==> config.mk <==
export PLATFORM = sky130hd
export DESIGN_NAME = tpa_mac_stage
export DESIGN_NICKNAME = d
export VERILOG_FILES = /design/src/design/tpa_pkg.sv /design/src/design/tpa_mac_stage.sv
export SDC_FILE = /design/constraint.sdc
export NUM_CORES = 1
export LEC_CHECK = 0
export BUFFER_PORTS_ARGS = -buffer_cell sky130_fd_sc_hd__buf_2
export CAP_MARGIN = 5
export CORE_UTILIZATION = 50
export DETAILED_ROUTE_END_ITERATION = 8
export PLACE_DENSITY = 0.71
export REMOVE_ABC_BUFFERS = 1
export SLEW_MARGIN = 40
export SYNTH_ARGS = -nofsm -noshare
export SYNTH_HDL_FRONTEND = slang
export SYNTH_SLANG_ARGS = --single-unit
==> constraint.sdc <==
create_clock -name aclk -period 8.8 [get_ports aclk]
set_input_delay 2.2 -clock aclk [delete_from_list [all_inputs] [get_ports aclk]]
set_output_delay 2.2 -clock aclk [all_outputs]
set_load 0.02 [all_outputs]
==> src/design/tpa_pkg.sv <==
// Package with shared constants, codes and pipeline types for the permute address generator.
`default_nettype none
package tpa_pkg;

    localparam int MAX_RANK   = 6;
    localparam int INDEX_BITS = 32;
    localparam int SIZE_BITS  = 16;
    localparam int AXIS_BITS  = 3;
    localparam int ORDER_BITS = MAX_RANK * AXIS_BITS;
    localparam int RANK_BITS  = 3;
    localparam int CFG_BITS   = ORDER_BITS;
    localparam int DIV_STEP   = 4;
    localparam int DIV_STAGES = INDEX_BITS / DIV_STEP;
    localparam int WORK_BITS  = INDEX_BITS + SIZE_BITS;
    localparam int CNT_BITS   = INDEX_BITS + 1;
    localparam int STEP_BITS  = 3;

    typedef enum logic [2:0] {
        REG_RANK  = 3'd0,
        REG_ORDER = 3'd1,
        REG_SIZE0 = 3'd2,
        REG_SIZE1 = 3'd3,
        REG_SIZE2 = 3'd4,
        REG_SIZE3 = 3'd5,
        REG_SIZE4 = 3'd6,
        REG_SIZE5 = 3'd7
    } cfg_reg_t;

    typedef enum logic [1:0] {
        ST_OK        = 2'd0,
        ST_RANGE     = 2'd1,
        ST_BAD_PERM  = 2'd2
    } status_t;

    typedef enum logic {
        SU_IDLE  = 1'b0,
        SU_SWEEP = 1'b1
    } setup_state_t;

    // Per-item pipeline record. work holds {remainder, dividend/quotient}.
    typedef struct packed {
        logic                    valid;
        status_t                 status;
        logic [WORK_BITS-1:0]    work;
        logic [INDEX_BITS-1:0]   prod;
        logic [INDEX_BITS-1:0]   acc;
    } tpa_pipe_t;

    // Derived setup handed from the setup unit to the datapath.
    typedef struct packed {
        logic                                   busy;
        logic                                   bad_perm;
        logic [CNT_BITS-1:0]                    count;
        logic [MAX_RANK-1:0][SIZE_BITS-1:0]     radix;
        logic [MAX_RANK-1:0][INDEX_BITS-1:0]    weight;
    } tpa_setup_t;

endpackage
`default_nettype wire

==> src/design/tpa_mac_stage.sv <==
// Two stages that weight one finished digit by its stride and add it to the sum.
`default_nettype none
module tpa_mac_stage (
    input  wire logic                           aclk,
    input  wire logic                           aresetn,
    input  wire logic                           en,
    input  wire logic [tpa_pkg::INDEX_BITS-1:0] weight,
    input  wire tpa_pkg::tpa_pipe_t             pipe_in,
    output tpa_pkg::tpa_pipe_t                  pipe_out
);
    import tpa_pkg::*;

    tpa_pipe_t                         mul_reg, mul_next;
    tpa_pipe_t                         add_reg, add_next;
    logic [INDEX_BITS+SIZE_BITS-1:0]   prod;

    // The remainder is the digit; the quotient becomes the next dividend.
    assign prod = pipe_in.work[WORK_BITS-1:INDEX_BITS] * weight;

    always_comb begin
        mul_next      = pipe_in;
        mul_next.work = {{SIZE_BITS{1'b0}}, pipe_in.work[INDEX_BITS-1:0]};
        mul_next.prod = prod[INDEX_BITS-1:0];
        add_next      = mul_reg;
        add_next.acc  = mul_reg.acc + mul_reg.prod;
    end

    always_ff @(posedge aclk) begin
        if (!aresetn) begin
            mul_reg.valid <= 1'b0;
            add_reg.valid <= 1'b0;
        end else if (en) begin
            mul_reg <= mul_next;
            add_reg <= add_next;
        end
    end

    assign pipe_out = add_reg;

endmodule
`default_nettype wire

==> metrics.cfg <==
[critical_path]
cp_cell_sequence=buf_2 -> and2_1 -> fa_1 -> inv_1 -> fa_1 -> fa_1 -> inv_1 -> fa_1 -> fa_1 -> inv_1 -> fa_1 -> inv_1 -> ha_1 -> a21oi_1 -> o21ai_0 -> a31oi_1 -> o221ai_1 -> a211o_1 -> a211o_1 -> a21oi_1 -> xnor2_1
required_ns=8.96
cp_top_family=adder cells
critPathLaunchType=input port
slowest_delay_ns=0.52
crit_fanout=27
slowest_stage=fa_1
reg2reg_from=mul_reg[0]
ff2ff_path_depth=11
cp-end-kind=flip-flop
rrSetupSlack_ns=5.77
critPathKind=input port to flip-flop
r2r_end=pipe_out[30]
path_buf_inv=5
cpMostUsedCell=fa_1
cp.arrival_ns=8.28

[global_route]
grt_pass1_vias=13700
grt_use_met1_pct=29.7
antenna_found_initial=2
grt_pass1_wl_mm=69.7
grt_max_degree=64
grt.total_usage_pct=23.2
grt_remaining_overflow=0
busiest_layer=met2
use_met3_pct=3.91
grt_use_met2_pct=39.6

[sta]
hold_violations=0
finalCriticalPeriod_ns=8.11
worst_pin_slew_ns=0.792
setup_viol=0
slew_headroom_pct=47.2
fin_tns_setup_ns=0
skew_ns=0.0106
finalCritPeriodShare_pct=92.2
max_freq_mhz=123
finalMaxSlewViolations=0
fin_ws_ns=0.685
rsz0062_at_grt=no

[clock_tree]
cts_tree=done
post-cts-setup-buffer-count=0
cts_buffers=17
insertion_delay_ns=0.43
cts_hold_buf=0
cts_buffer_depth=2
cts_sinks=198
clk_pin_slew_ns=0.07
h-tree-depth=4
cts_root_buf=clkbuf_16
post_cts_resized=0

[floorplanning]
core_um2=37600
rows=71
start_util_pct=50.7
die-area_um2=38900
pin_count=265
fp.dieH_um=197
die_width_um=197

[drt]
vias_per_cell=5.21
first_pass_iters=5
drt_iter0_markers=772
wl_per_cell_um=17.4
vias=12900
remaining_drc_errors=0
final_antenna_net_count=0
wl_mm=43.3

[placement]
dpl.hpwl_mm=33.8
dpl-instance-area_um2=20600
io_buffers=216
dpl.cell_count=2448
pre_cts_ws_ns=0.262
place_congestion=0.884

[worst_hold_path]
hp-start=add_next[65]
min_to=pipe_out[65]
worstHoldPathType=flip-flop to flip-flop
whs_path_depth=0

[pwr]
p_leak_nw=9.67
p_per_area_nw_per_um2=456
peakVddDrop_uv=354

[job]
drv_cap=0

[synthesis]
netlist-cell-type-count=65
syn-cell-area_um2=19100
yosys.cell_count.top_type=inv_1
syn_area_per_cell_um2=10.8
synth_flop_cell=edfxtp_1
synthTopCellsByCount=inv_1, fa_1, nand2_1
synth_area_leaders=fa_1, edfxtp_1, inv_1, ha_1, nand2_1
ys_warn_count=0
synthCells=1771
async_reset_ff_share_pct=0
synth_area_leader_cell=fa_1
ys_seq_area_share_pct=31.1
synth_edf_count=196
ys_ff_latch=198
yosysTopAreaCellShare_pct=32.0

[cells_and_area]
drive_above_1_share_pct=14.0
fin_cells=2481
nNetsFinal=2507
fillers=3265
largest_register_ffs=99
area_growth_syn_to_layout_pct=11.0
stdcell_area_um2=21200

[status]
status=finished clean

worst max path at each step:
stage	start	to	slack [ns]	depth (start not counted)
2_1_floorplan	pipe_in[100]	add_next[63]	1.26	20
3_3_place_gp	pipe_in[97]	add_next[63]	0.38	20
3_5_place_dp	pipe_in[97]	add_next[63]	0.26	20
4_1_cts	pipe_in[97]	add_next[63]	0.72	20
5_1_grt	pipe_in[101]	add_next[63]	0.39	21
6_report	pipe_in[101]	add_next[63]	0.69	21
where the power goes:
part           switching, mW  internal [mW]
combinational           4.09           3.11
sequential            0.0731           1.64
clock                  0.352          0.397
kinds of logic (layout without fill, tap and decap cells):
logic type | after synthesis | after routing | synth area share, %
AO/OA/AOI/OAI | 146 | 146 | 5.24
XOR/XNOR | 79 | 79 | 3.63
adder cells (fa/ha/maj) | 401 | 401 | 38.3
buffers and inverters | 431 | 614 | 8.88
flip-flops | 198 | 198 | 31.1
multiplexers | 3 | 3 | 0.158
other | 1 | 17 | 0.0197
AND/OR/NAND/NOR | 512 | 512 | 12.7
cell usage in the layout (no fill, tap or decap), drive strengths merged, types with 7 or more instances in the layout:
| master | n |
|---|---|
| a21oi | 48 |
| nand2 | 280 |
| nor2b | 9 |
| o21a | 11 |
| xor2 | 17 |
| xnor2 | 62 |
| conb | 16 |
| ha | 96 |
| buf | 230 |
| a21o | 13 |
| edfxtp | 196 |
| inv | 358 |
| o21ai | 20 |
| nand3 | 10 |
| o21bai | 10 |
| clkbuf | 17 |
| fa | 305 |
| and2 | 140 |
| nor3 | 9 |
| nor2 | 34 |
| or3 | 7 |
| and3 | 9 |
area by class of cell:
type | instances | area [µm²] | share of cell area, %
clock inverters | 15 | 145 | 0.686
inverters | 352 | 1320 | 6.24
clock buffers | 17 | 425 | 2.01
flip-flops and latches | 198 | 5930 | 28.0
repair buffers | 230 | 1200 | 5.66
well taps | 511 | 639 | 3.02
diodes | 1 | 2.50 | 0.0118
multi-input cells | 1157 | 11500 | 54.4
stage by stage:
step           hold WS (ns)  power (mW)  utilization [%]
6_report              0.419        9.65             56.3
3_3_place_gp          0.401        8.69             54.7
3_5_place_dp          0.405        8.96             54.8
4_1_cts               0.421        9.75             56.3
5_1_grt               0.423        10.8             56.3
2_1_floorplan         0.400        7.18                -
metal layers:
metal	share of wire [%]	wire [µm]
met5	0.025	11
met4	2.7	1150
met3	7.0	3020
met2	49	21200
met1	41	17900
No activity file was read; power rests on OpenSTA's default activity.
