File: config.mk
export PLATFORM = sky130hd
export DESIGN_NAME = tpa_div_stage
export DESIGN_NICKNAME = d
export VERILOG_FILES = /design/src/design/tpa_pkg.sv /design/src/design/tpa_div_stage.sv
export SDC_FILE = /design/constraint.sdc
export NUM_CORES = 1
export LEC_CHECK = 0
export BUFFER_PORTS_ARGS = -buffer_cell sky130_fd_sc_hd__buf_2
export CAP_MARGIN = 40
export CORE_ASPECT_RATIO = 1.4
export CORE_MARGIN = 1.5
export CORE_UTILIZATION = 52
export DETAILED_ROUTE_END_ITERATION = 10
export PLACE_DENSITY = 0.82
export SYNTH_ARGS = -nofsm -noshare
export SYNTH_HDL_FRONTEND = slang
export SYNTH_SLANG_ARGS = --single-unit
File: constraint.sdc
create_clock -name aclk -period 13.7 [get_ports aclk]
set_input_delay 1.37 -clock aclk [delete_from_list [all_inputs] [get_ports aclk]]
set_output_delay 1.37 -clock aclk [all_outputs]
set_load 0.01 [all_outputs]
File: src/design/tpa_pkg.sv
// Package with shared constants, codes and pipeline types for the permute address generator.
`default_nettype none
package tpa_pkg;

    localparam int MAX_RANK   = 6;
    localparam int INDEX_BITS = 32;
    localparam int SIZE_BITS  = 16;
    localparam int AXIS_BITS  = 3;
    localparam int ORDER_BITS = MAX_RANK * AXIS_BITS;
    localparam int RANK_BITS  = 3;
    localparam int CFG_BITS   = ORDER_BITS;
    localparam int DIV_STEP   = 4;
    localparam int DIV_STAGES = INDEX_BITS / DIV_STEP;
    localparam int WORK_BITS  = INDEX_BITS + SIZE_BITS;
    localparam int CNT_BITS   = INDEX_BITS + 1;
    localparam int STEP_BITS  = 3;

    typedef enum logic [2:0] {
        REG_RANK  = 3'd0,
        REG_ORDER = 3'd1,
        REG_SIZE0 = 3'd2,
        REG_SIZE1 = 3'd3,
        REG_SIZE2 = 3'd4,
        REG_SIZE3 = 3'd5,
        REG_SIZE4 = 3'd6,
        REG_SIZE5 = 3'd7
    } cfg_reg_t;

    typedef enum logic [1:0] {
        ST_OK        = 2'd0,
        ST_RANGE     = 2'd1,
        ST_BAD_PERM  = 2'd2
    } status_t;

    typedef enum logic {
        SU_IDLE  = 1'b0,
        SU_SWEEP = 1'b1
    } setup_state_t;

    // Per-item pipeline record. work holds {remainder, dividend/quotient}.
    typedef struct packed {
        logic                    valid;
        status_t                 status;
        logic [WORK_BITS-1:0]    work;
        logic [INDEX_BITS-1:0]   prod;
        logic [INDEX_BITS-1:0]   acc;
    } tpa_pipe_t;

    // Derived setup handed from the setup unit to the datapath.
    typedef struct packed {
        logic                                   busy;
        logic                                   bad_perm;
        logic [CNT_BITS-1:0]                    count;
        logic [MAX_RANK-1:0][SIZE_BITS-1:0]     radix;
        logic [MAX_RANK-1:0][INDEX_BITS-1:0]    weight;
    } tpa_setup_t;

endpackage
`default_nettype wire

File: src/design/tpa_div_stage.sv
// One pipeline stage of restoring division, four quotient bits per stage.
`default_nettype none
module tpa_div_stage (
    input  wire logic                          aclk,
    input  wire logic                          aresetn,
    input  wire logic                          en,
    input  wire logic [tpa_pkg::SIZE_BITS-1:0] divisor,
    input  wire tpa_pkg::tpa_pipe_t            pipe_in,
    output tpa_pkg::tpa_pipe_t                 pipe_out
);
    import tpa_pkg::*;

    tpa_pipe_t             pipe_reg, pipe_next;
    logic [WORK_BITS-1:0]  w;
    logic [SIZE_BITS:0]    r;

    always_comb begin
        w = pipe_in.work;
        r = '0;
        for (int i = 0; i < DIV_STEP; i++) begin
            r = w[WORK_BITS-1:INDEX_BITS-1];
            w = {w[WORK_BITS-2:0], 1'b0};
            if (r >= {1'b0, divisor}) begin
                r    = r - {1'b0, divisor};
                w[0] = 1'b1;
            end
            w[WORK_BITS-1:INDEX_BITS] = r[SIZE_BITS-1:0];
        end
        pipe_next      = pipe_in;
        pipe_next.work = w;
    end

    always_ff @(posedge aclk) begin
        if (!aresetn) begin
            pipe_reg.valid <= 1'b0;
        end else if (en) begin
            pipe_reg <= pipe_next;
        end
    end

    assign pipe_out = pipe_reg;

endmodule
`default_nettype wire

==> results.py <==
metrics = {
    "run_status": {
        "run_status": "completed",
    },
    "grt": {
        "antenna_violations_before_repair": 3,
        "overflow": 0,
        "global_route.usage.total_pct": 31.41,
        "global_route_wire_length_before_repair_mm": 35.69,
        "grt_max_degree": 61,
        "vias_in_the_first_global_route": 6526,
    },
    "floorplanning": {
        "fp.dieH_um": 144.6,
        "die_width_um": 104.2,
        "num_rows": 51,
        "floorplan.initialDensity_pct": 53.32,
        "dieArea_um2": 15070,
        "coreArea_um2": 13970,
        "io_pins": 249,
    },
    "critical_path": {
        "path_delay_family": "compound AO/OA/AOI/OAI gates",
        "critical-path-slowest-cell": "sky130_fd_sc_hd__and2_1",
        "worst_ep_arrival_time_ns": 12.65,
        "timing.critical_path.mode_cell": "sky130_fd_sc_hd__o21ai_0",
        "crit_path_end_kind": "register",
        "worst-setup-path-type": "input pin to register",
        "crit_path_max_incr_delay_ns": 0.62,
        "cp_max_fo": 19,
        "cp_data_required_time_ns": 13.84,
        "cp-start-kind": "input pin",
        "cp_num_buf_inv": 7,
    },
    "worst_hold_path": {
        "min_path_type": "register to register",
    },
    "yosys": {
        "netlist_area_um2": 7451,
        "syn_nets": 880,
        "synth_cell_type_count": 75,
        "yosys_register_bits": 115,
        "main_synth_ff_type": "sky130_fd_sc_hd__edfxtp_1",
        "synthCells": 678,
        "synth_edf_count": 114,
        "synthesis.area_per_instance_um2": 10.99,
        "ys_seq_area_share_pct": 46.21,
        "yosysWarningCount": 0,
        "synth-async-reset-ratio_pct": 0,
    },
    "clock_tree": {
        "clockBufferDepth": 2,
        "clk_pin_slew_worst_paths_ns": 0.05,
        "cts_hold_repair.buffers": 0,
        "cts_buffers": 17,
        "clock-sinks": 115,
        "cts-resized-gates": 0,
        "max_h_tree_level": 4,
        "clk_root_buffer_cell": "sky130_fd_sc_hd__clkbuf_16",
        "worstSkewPairLatency_ns": 0.40,
        "cts_tree": "built",
        "postCtsSetupBuffers": 0,
    },
    "routing": {
        "met3WireLength_mm": 2.054,
        "route.top_layer_used": "met5",
        "drt-wirelength-per-cell_um": 20.77,
        "wire_length_on_met1_mm": 8.632,
        "final_antenna_net_count": 0,
        "vias_per_cell": 6.008,
        "detail_route.wirelength_mm": 23.66,
        "drc": 0,
        "via_count": 6843,
        "met2_wire_len_mm": 11.79,
        "detailedRoute.firstPassIterationCount": 5,
        "dr.first_iter.drc_count": 568,
    },
    "cells_and_area": {
        "final_common_cell": "sky130_fd_sc_hd__buf_2",
        "area_growth_syn_to_layout_pct": 28.01,
        "num-nets-final": 1144,
        "mostFrequentLayoutCells": "sky130_fd_sc_hd__buf_2, sky130_fd_sc_hd__edfxtp_1, sky130_fd_sc_hd__ha_1",
        "final_area_um2": 9538,
        "layout-drive-gt1-share_pct": 32.91,
        "largest_register_ff_count": 115,
        "antenna-diode-count": 0,
    },
    "pwr": {
        "power_per_cell_area_nw_per_um2": 242.1,
        "max-vdd-ir-drop_mv": 0.1570,
        "power.leakage_uw": 0.004340,
    },
    "timing": {
        "report.final.setup_viol": 0,
        "finalHoldViolations": 0,
        "slew_violations": 0,
        "share_of_the_clock_period_used_by_the_worst_path_pct": 91.29,
        "maxSlewHeadroom_pct": 55.45,
        "clock.fmax_mhz": 79.96,
        "worstMarginPinSlew_ns": 0.6682,
        "timing.clock.skew_ns": 0,
        "rsz0062_at_grt": "no",
        "timing.final.crit_period_ns": 12.51,
        "setup_total_negative_slack_ns": 0,
    },
    "placed_design": {
        "placement.cell_area_um2": 8940,
        "port-buffer-count": 248,
        "gp_congestion": 1.051,
        "hpwl_mm": 18.37,
    },
    "flow_run": {
        "maxCapViolations": 0,
    },
}
-- area by class of cell --
cell class              instances  area [µm²]
clock buffers                  20       436.7
clock inverters                11       161.4
fillers                      1057        4437
inverters                      55       209.0
multi-input cells             500        3750
flip-flops and latches        115        3443
well taps                     185       231.5
repair buffers                253        1306
-- cell usage after synthesis, drive strengths merged, types with 3 or more instances --
cell	count	share of area (%)
a21boi	3	0.30
a221o	3	0.40
o221ai	5	0.67
o31a	4	0.47
mux2	9	1.4
inv	55	2.8
nand4	7	0.59
o21bai	3	0.30
edfxtp	114	46
a211o	7	0.82
nand2	36	1.8
o21a	14	1.4
and3	3	0.25
nor2b	10	0.94
o211ai	9	1.2
mux2i	17	2.3
a21oi	56	4.0
o31ai	4	0.47
o211a	3	0.40
xnor2	28	3.3
ha	64	11
o21ai	36	2.6
and2	5	0.42
or3	6	0.50
nand3	10	0.67
nor2	53	2.8
nor3	17	1.1
a211oi	3	0.37
nand2b	8	0.67
nor4	3	0.25
buf	7	0.64
a21o	20	2.0
fa	4	1.1
xor2	17	2.0
-- kinds of logic (layout without fill, tap and decap cells) --
kind of cell | after synthesis | count (layout) | share of synthesized area, %
buffers and inverters | 63 | 339 | 3.493
xor gates and xnor gates | 45 | 45 | 5.290
and+or+nand+nor | 169 | 169 | 11.22
AOI/OAI and AO/OA | 192 | 192 | 18.32
muxes | 26 | 26 | 3.644
adders and majority gates | 68 | 68 | 11.82
DFF | 115 | 115 | 46.21
-- path summary, 6_finish.rpt --
kind | startpoint | slack [ns] | end | cells after the start
hold reg to reg | pipe_out[114]$_SDFFE_PN0P_ | 0.55 | pipe_out[114]$_SDFFE_PN0P_ | 2
setup / recovery | divisor[1] | 1.19 | pipe_out[109]$_DFFE_PP_ | 41
setup reg to reg | pipe_out[114]$_SDFFE_PN0P_ | 13.09 | pipe_out[114]$_SDFFE_PN0P_ | 2
hold / removal | pipe_out[114]$_SDFFE_PN0P_ | 0.55 | pipe_out[114]$_SDFFE_PN0P_ | 2
-- worst register-to-register path: cells and delay by family (launching register included) --
family	cells	cell delay [ns]
and+or+nand+nor	1	0.07
muxes	1	0.12
DFF	1	0.31
-- per-layer routing --
metal / GRT usage, % / up-vias
met3: 6.625 / 80
met2: 55.73 / 431
met5: 0 / -
met1: 35.71 / 3244
met4: 16.52 / 4
li1: - / 3084
-- per-stage QoR --
step	power [µW]	hold WS, ns	utilization, %	worst slack, ns	instances
6_report	2309	0.5539	68.25	1.194	1139
5_1_grt	2438	0.6174	68.25	0.4299	1139
4_1_cts	2280	0.5640	68.25	1.423	1139
2_1_floorplan	1484	0.5383	-	3.196	678
3_3_place_gp	1775	0.4988	63.67	1.182	1106
3_5_place_dp	1792	0.5558	63.97	1.070	1108
-- power breakdown --
part	internal (µW)	leakage [µW]	total [µW]	switching (µW)
Sequential	485	0.00108	500	14.8
Clock	301	0.000285	453	151
Combinational	566	0.00298	1360	789
Power figures use the tool's default switching activity.
