$ cat config.mk
export PLATFORM = sky130hd
export DESIGN_NAME = tpa_setup
export DESIGN_NICKNAME = d
export VERILOG_FILES = /design/src/design/tpa_pkg.sv /design/src/design/tpa_setup.sv
export SDC_FILE = /design/constraint.sdc
export NUM_CORES = 2
export LEC_CHECK = 0
export BUFFER_PORTS_ARGS = -buffer_cell sky130_fd_sc_hd__buf_4
export CORE_MARGIN = 2
export CORE_UTILIZATION = 50
export CTS_CLUSTER_SIZE = 30
export DETAILED_ROUTE_END_ITERATION = 12
export PLACE_DENSITY_LB_ADDON = 0.3
export SLEW_MARGIN = 15
export SYNTH_ARGS = -nofsm -noshare
export SYNTH_HDL_FRONTEND = slang
export SYNTH_SLANG_ARGS = --single-unit
export TNS_END_PERCENT = 10
$ cat constraint.sdc
create_clock -name aclk -period 17.26 [get_ports aclk]
set_clock_uncertainty 0.05 [all_clocks]
set_input_delay 3.452 -clock aclk [delete_from_list [all_inputs] [get_ports aclk]]
set_output_delay 3.452 -clock aclk [all_outputs]
set_load 0.005 [all_outputs]
$ cat src/design/tpa_pkg.sv
// Package with shared constants, codes and pipeline types for the permute address generator.
`default_nettype none
package tpa_pkg;

    localparam int MAX_RANK   = 6;
    localparam int INDEX_BITS = 32;
    localparam int SIZE_BITS  = 16;
    localparam int AXIS_BITS  = 3;
    localparam int ORDER_BITS = MAX_RANK * AXIS_BITS;
    localparam int RANK_BITS  = 3;
    localparam int CFG_BITS   = ORDER_BITS;
    localparam int DIV_STEP   = 4;
    localparam int DIV_STAGES = INDEX_BITS / DIV_STEP;
    localparam int WORK_BITS  = INDEX_BITS + SIZE_BITS;
    localparam int CNT_BITS   = INDEX_BITS + 1;
    localparam int STEP_BITS  = 3;

    typedef enum logic [2:0] {
        REG_RANK  = 3'd0,
        REG_ORDER = 3'd1,
        REG_SIZE0 = 3'd2,
        REG_SIZE1 = 3'd3,
        REG_SIZE2 = 3'd4,
        REG_SIZE3 = 3'd5,
        REG_SIZE4 = 3'd6,
        REG_SIZE5 = 3'd7
    } cfg_reg_t;

    typedef enum logic [1:0] {
        ST_OK        = 2'd0,
        ST_RANGE     = 2'd1,
        ST_BAD_PERM  = 2'd2
    } status_t;

    typedef enum logic {
        SU_IDLE  = 1'b0,
        SU_SWEEP = 1'b1
    } setup_state_t;

    // Per-item pipeline record. work holds {remainder, dividend/quotient}.
    typedef struct packed {
        logic                    valid;
        status_t                 status;
        logic [WORK_BITS-1:0]    work;
        logic [INDEX_BITS-1:0]   prod;
        logic [INDEX_BITS-1:0]   acc;
    } tpa_pipe_t;

    // Derived setup handed from the setup unit to the datapath.
    typedef struct packed {
        logic                                   busy;
        logic                                   bad_perm;
        logic [CNT_BITS-1:0]                    count;
        logic [MAX_RANK-1:0][SIZE_BITS-1:0]     radix;
        logic [MAX_RANK-1:0][INDEX_BITS-1:0]    weight;
    } tpa_setup_t;

endpackage
`default_nettype wire

$ cat src/design/tpa_setup.sv
// Configuration registers and the sweep that derives strides, radices and element count.
`default_nettype none
module tpa_setup (
    input  wire logic                         aclk,
    input  wire logic                         aresetn,
    input  wire logic                         cfg_valid,
    output logic                              cfg_ready,
    input  wire logic [2:0]                   cfg_index,
    input  wire logic [tpa_pkg::CFG_BITS-1:0] cfg_data,
    output tpa_pkg::tpa_setup_t               setup
);
    import tpa_pkg::*;

    logic [RANK_BITS-1:0]                 rank_reg;
    logic [ORDER_BITS-1:0]                order_reg;
    logic [MAX_RANK-1:0][SIZE_BITS-1:0]   size_reg;
    logic [MAX_RANK-1:0][INDEX_BITS-1:0]  stride_reg;
    logic [MAX_RANK-1:0][INDEX_BITS-1:0]  weight_reg;
    logic [MAX_RANK-1:0][SIZE_BITS-1:0]   radix_reg;
    logic [INDEX_BITS-1:0]                run_reg;
    logic [CNT_BITS-1:0]                  count_reg;
    logic                                 bad_reg;
    logic [STEP_BITS-1:0]                 step_reg;
    setup_state_t                         state_reg, state_next;
    logic                                 busy;
    logic                                 wr;
    logic                                 bad;
    logic [AXIS_BITS-1:0]                 axis_j;
    logic [SIZE_BITS-1:0]                 size_j;
    logic [INDEX_BITS+SIZE_BITS-1:0]      run_prod;
    logic [CNT_BITS+SIZE_BITS-1:0]        cnt_prod;

    assign cfg_ready = 1'b1;
    assign wr        = cfg_valid;

    // Permutation check over the fields below the rank; a rank of zero or above MAX_RANK is also bad.
    always_comb begin
        bad = (rank_reg == '0) || (rank_reg > RANK_BITS'(MAX_RANK));
        for (int j = 0; j < MAX_RANK; j++) begin
            if (RANK_BITS'(j) < rank_reg) begin
                if (order_reg[j*AXIS_BITS +: AXIS_BITS] >= rank_reg) bad = 1'b1;
                for (int k = 0; k < j; k++) begin
                    if (order_reg[j*AXIS_BITS +: AXIS_BITS] ==
                        order_reg[k*AXIS_BITS +: AXIS_BITS]) bad = 1'b1;
                end
            end
        end
    end

    always_comb begin
        state_next = state_reg;
        case (state_reg)
            SU_IDLE:  if (wr) state_next = SU_SWEEP;
            SU_SWEEP: if (!wr && step_reg == STEP_BITS'(MAX_RANK)) state_next = SU_IDLE;
            default:  state_next = SU_SWEEP;
        endcase
    end

    always_comb begin
        case (state_reg)
            SU_IDLE: busy = 1'b0;
            default: busy = 1'b1;
        endcase
    end

    // The sweep walks source axes from innermost to outermost, one per cycle unless a configuration write restarts it.
    assign axis_j   = AXIS_BITS'(MAX_RANK - 1) - AXIS_BITS'(step_reg);
    assign size_j   = (step_reg < STEP_BITS'(MAX_RANK)) ? size_reg[axis_j] : SIZE_BITS'(1);
    assign run_prod = run_reg * size_j;
    assign cnt_prod = count_reg * size_j;

    always_ff @(posedge aclk) begin
        if (!aresetn) begin
            state_reg <= SU_SWEEP;
            step_reg  <= '0;
            run_reg   <= INDEX_BITS'(1);
            count_reg <= CNT_BITS'(1);
            rank_reg  <= RANK_BITS'(1);
            order_reg <= ORDER_BITS'(181896);
            for (int k = 0; k < MAX_RANK; k++) size_reg[k] <= SIZE_BITS'(1);
        end else begin
            state_reg <= state_next;
            if (wr) begin
                step_reg  <= '0;
                run_reg   <= INDEX_BITS'(1);
                count_reg <= CNT_BITS'(1);
                case (cfg_index)
                    REG_RANK:  rank_reg  <= cfg_data[RANK_BITS-1:0];
                    REG_ORDER: order_reg <= cfg_data[ORDER_BITS-1:0];
                    default:   size_reg[AXIS_BITS'(cfg_index - REG_SIZE0)] <=
                                   cfg_data[SIZE_BITS-1:0];
                endcase
            end else if (busy) begin
                step_reg <= step_reg + STEP_BITS'(1);
                if (step_reg < STEP_BITS'(MAX_RANK) && RANK_BITS'(axis_j) < rank_reg) begin
                    run_reg <= run_prod[INDEX_BITS-1:0];
                    if (cnt_prod > (CNT_BITS+SIZE_BITS)'(1) << INDEX_BITS)
                        count_reg <= CNT_BITS'(1) << INDEX_BITS;
                    else
                        count_reg <= cnt_prod[CNT_BITS-1:0];
                end
            end
        end
    end

    always_ff @(posedge aclk) begin
        if (!wr && busy) begin
            if (step_reg < STEP_BITS'(MAX_RANK)) begin
                stride_reg[axis_j] <= run_reg;
            end else begin
                bad_reg <= bad;
                for (int d = 0; d < MAX_RANK; d++) begin
                    if (RANK_BITS'(d) < rank_reg &&
                        order_reg[d*AXIS_BITS +: AXIS_BITS] < AXIS_BITS'(MAX_RANK)) begin
                        weight_reg[d] <= stride_reg[order_reg[d*AXIS_BITS +: AXIS_BITS]];
                        radix_reg[d]  <= (size_reg[order_reg[d*AXIS_BITS +: AXIS_BITS]] == '0) ?
                                         SIZE_BITS'(1) :
                                         size_reg[order_reg[d*AXIS_BITS +: AXIS_BITS]];
                    end else begin
                        weight_reg[d] <= '0;
                        radix_reg[d]  <= SIZE_BITS'(1);
                    end
                end
            end
        end
    end

    assign setup.busy     = busy;
    assign setup.bad_perm = bad_reg;
    assign setup.count    = count_reg;
    assign setup.radix    = radix_reg;
    assign setup.weight   = weight_reg;

endmodule
`default_nettype wire

==> impl_results.md <==
- Status: finished, final reports clean
- Adder-Cell Fraction of Synth Area: 0.2645
- FILL cells: 10907
- Die X: 366.4 um
- Crit path time final: 10.67 ns
- Max cap viols: 0
- Clock Latency Late Sink: 0.69 ns
- Sequential power share: 0.476
- Met2 usage: 0.4728
- Clock slew at reported path FFs: 0.06 ns
- Post-CTS Setup Bufs: 0
- Switching power: 914.1 uW
- Total CTS buffers: 75
- FF-to-FF setup slack: 6.59 ns
- RSZ-0062 raised after global routing: false
- RR Startpoint: step_reg[1]
- CP peak stage delay: 0.96 ns
- Synth area leader: fa_1
- Critical path endpoint category: flip-flop
- Post-synth EDFFs: 481
- Dpl cell area: 69780 um2
- TNS Setup: 0 ns
- Nets: 7382
- Hold path cells: 2
- Mapped Area: 65680 um2
- Root buffer cell: clkbuf_16
- Pin count of the biggest net entering global routing: 120
- WP data arrival: 11.25 ns
- Num ports: 348
- Portion of netlist area occupied by mux cells: 0.1566
- Routed via count: 50647
- Top_reg_cell synth: edfxtp_1
- Warnings, synthesis: 0
- Tightest Pin Transition: 1.168 ns
- Hold-fix buffers at CTS: 0
- # rows: 132
- Max-slew violations: 0
- Post-synthesis sequential area ratio: 0.2766
- Asr flop ratio synth: 0
- Top post-synthesis cells by count: nand2_1 (1022), inv_1 (827), fa_1 (736)
- Routed WL: 203100 um
- Drt wl/cell: 24.73 um
- Post-route DRC: 0
- TritonCTS Sinks: 667
- H-tree depth: 3
- CP max stage cell: dfxtp_2
- Dpl hpwl: 136000 um
- Slew HR: 0.2200
- Layout area overhead: 10.02%
- Top-area cell type share of the netlist area: 0.2243
- Top post-synthesis cells by area: fa_1 (22%), edfxtp_1 (22%), mux4_2 (9.9%)
- XOR/XNOR Fraction of Synth Area: 0.01534
- Post-synthesis cell count: 6342
- Via/cell ratio: 6.167
- GRT Resource Usage Total: 0.3027
- Cell area after layout: 72260 um2
- Leak: 0.02871 uW
- Hold Path Class: flip-flop to flip-flop
- Mapped Nets: 7313
- CP max FO: 47
- Chip height: 366.4 um
- Yosys cell types: 93
- Drt first pass iters: 7
- Vias in the first global route: 51558
- Avg Synthesized Cell Area: 10.36 um2
- Synth Area in Compound Gates: 0.08191
- Internal cell power: 2770 uW
- Area of the die: 134300 um2
- Starting density of the core: 0.5053
- Grt met3 use: 0.07941
- Max Clk Rate: 93.68 MHz
- Fin. Hold Viols: 0
- Drt initial violations: 6073
- Grt ovf: 0
- Share of cells above drive strength 1: 0.1852
- RR Endpoint: count_reg[12]
- Final ANT Viol Nets: 0
- # resized after CTS: 0
- Input/output buffers: 346
- Worst Reg2Reg Path Length in Cells: 32
- Tcrit/Tclk final: 0.6185
- Clock network fraction of total power: 0.448
- Post-Synth Simple-Gate Area: 0.1299
- Total core area: 130000 um2
- Setup-failing EPs final: 0
- Crit Path Category: flip-flop to flip-flop
- Required @ worst endpoint: 17.83 ns
- Switching part of the total power: 0.2481
- Synth Register Bits: 667
- First-pass GRT wire length: 312900 um
- End of the worst hold path: order_reg[7]
- Most common cell in the netlist: nand2_1
- Layer with the highest usage: met2
- Worst vdd ir: 0.05956 mV
- Comb power frac: 0.077
- GR Util met1: 0.4054
- Largest family of logic cells by synthesized area: adder cells
- CTS tree: yes
- Max reg flops: 288
- Initial antenna violation count: 13
- Worst setup SP type: flip-flop
- Hold Crit Start: order_reg[7]
- Power per cell area: 50.99 nW/um2
- Gp weighted congestion: 0.9674
- CTS Buffer Depth: 3
## through the flow
step	util	hold slack [ns]	total power [uW]	worst slack (ns)	std cells
after detailed placement	0.5368	0.4480	2058	6.783	8076
after global placement	0.5368	0.4526	2054	6.967	8076
after global routing	0.5559	0.4649	3772	6.032	8210
after CTS	0.5559	0.4586	3688	6.706	8210
after floorplan	-	0.4426	1956	0.6245	6342
final	0.5560	0.4603	3684	6.585	8213
## layer usage
layer  vias up  routed length, um
met2      3311              92780
met5         -                115
li1      21439                  -
met3       610              25140
met4        20               7695
met1     25267              77400
## logic make-up after synthesis
group	count (synthesis)
buffers and inverters	1283
muxes	633
DFF	667
other	1
AOI/OAI and AO/OA	759
adders and majority gates	947
xor gates and xnor gates	115
and+or+nand+nor	1937
## worst max-delay path, delay by kind of cell, from the launching register on
kind                       cells  cell delay (ns)
buffers and inverters          9             1.74
and+or+nand+nor               10             2.55
DFF                            1             0.96
muxes                          1             0.13
adders and majority gates      8             3.89
AOI/OAI and AO/OA              4             1.20
## power groups by stage
| stage | combinational, uW | clock [uW] | sequential, uW |
|---|---|---|---|
| after floorplan | 195 | 0 | 1760 |
| after global placement | 271 | 0 | 1780 |
| after detailed placement | 274 | 0 | 1780 |
| after CTS | 275 | 1660 | 1750 |
| after global routing | 297 | 1720 | 1750 |
| final | 282 | 1650 | 1750 |
## cell type report
cell class | count | area (um2) | area share
Clock buffer | 93 | 1997 | 0.02763
Antenna cell | 3 | 7.507 | 0.0001039
Multi-Input combinational cell | 4392 | 42930 | 0.5941
Sequential cell | 667 | 18200 | 0.2518
Inverter | 828 | 3108 | 0.04301
Timing Repair Buffer | 447 | 3356 | 0.04644
Clock inverter | 41 | 481.7 | 0.006666
Tap cell | 1742 | 2180 | 0.03016
## cells in the final DEF, fill, tap and decap left out, types with 16 or more instances in the layout
master     Yosys  layout
inv_1        827     821
nor2_1       410     397
a21o_1        27      27
nand4_1       42      42
o21ai_0       51      51
mux2_2       257     257
fa_1         736     736
and3_1        17      17
a22o_1        34      34
xnor2_1       83      83
edfxtp_1     481     481
nand3_1       38      38
a21boi_0     106     106
mux4_2       290     290
mux2i_1       86      86
xor2_1        32      32
a21oi_1      145     145
clkbuf_16      0      76
nand2b_1      26      25
and2_1       270     270
nor2b_1       16      16
nand2_1     1022    1022
buf_4          7     447
dfxtp_1      186     173
a22oi_1      244     244
nor3_1        36      35
ha_1         211     211
## worst max path at each step
stage	startpoint	to	slack, ns	cells after the start
final	step_reg[1]	count_reg[12]	6.59	32
after global routing	step_reg[1]	count_reg[27]	6.03	32
after CTS	step_reg[1]	count_reg[27]	6.71	32
after detailed placement	step_reg[1]	count_reg[9]	6.78	32
after global placement	step_reg[1]	count_reg[4]	6.97	32
after floorplan	cfg_valid	bad_reg	0.62	2
Note: power is estimated with default switching activity, not from simulation.
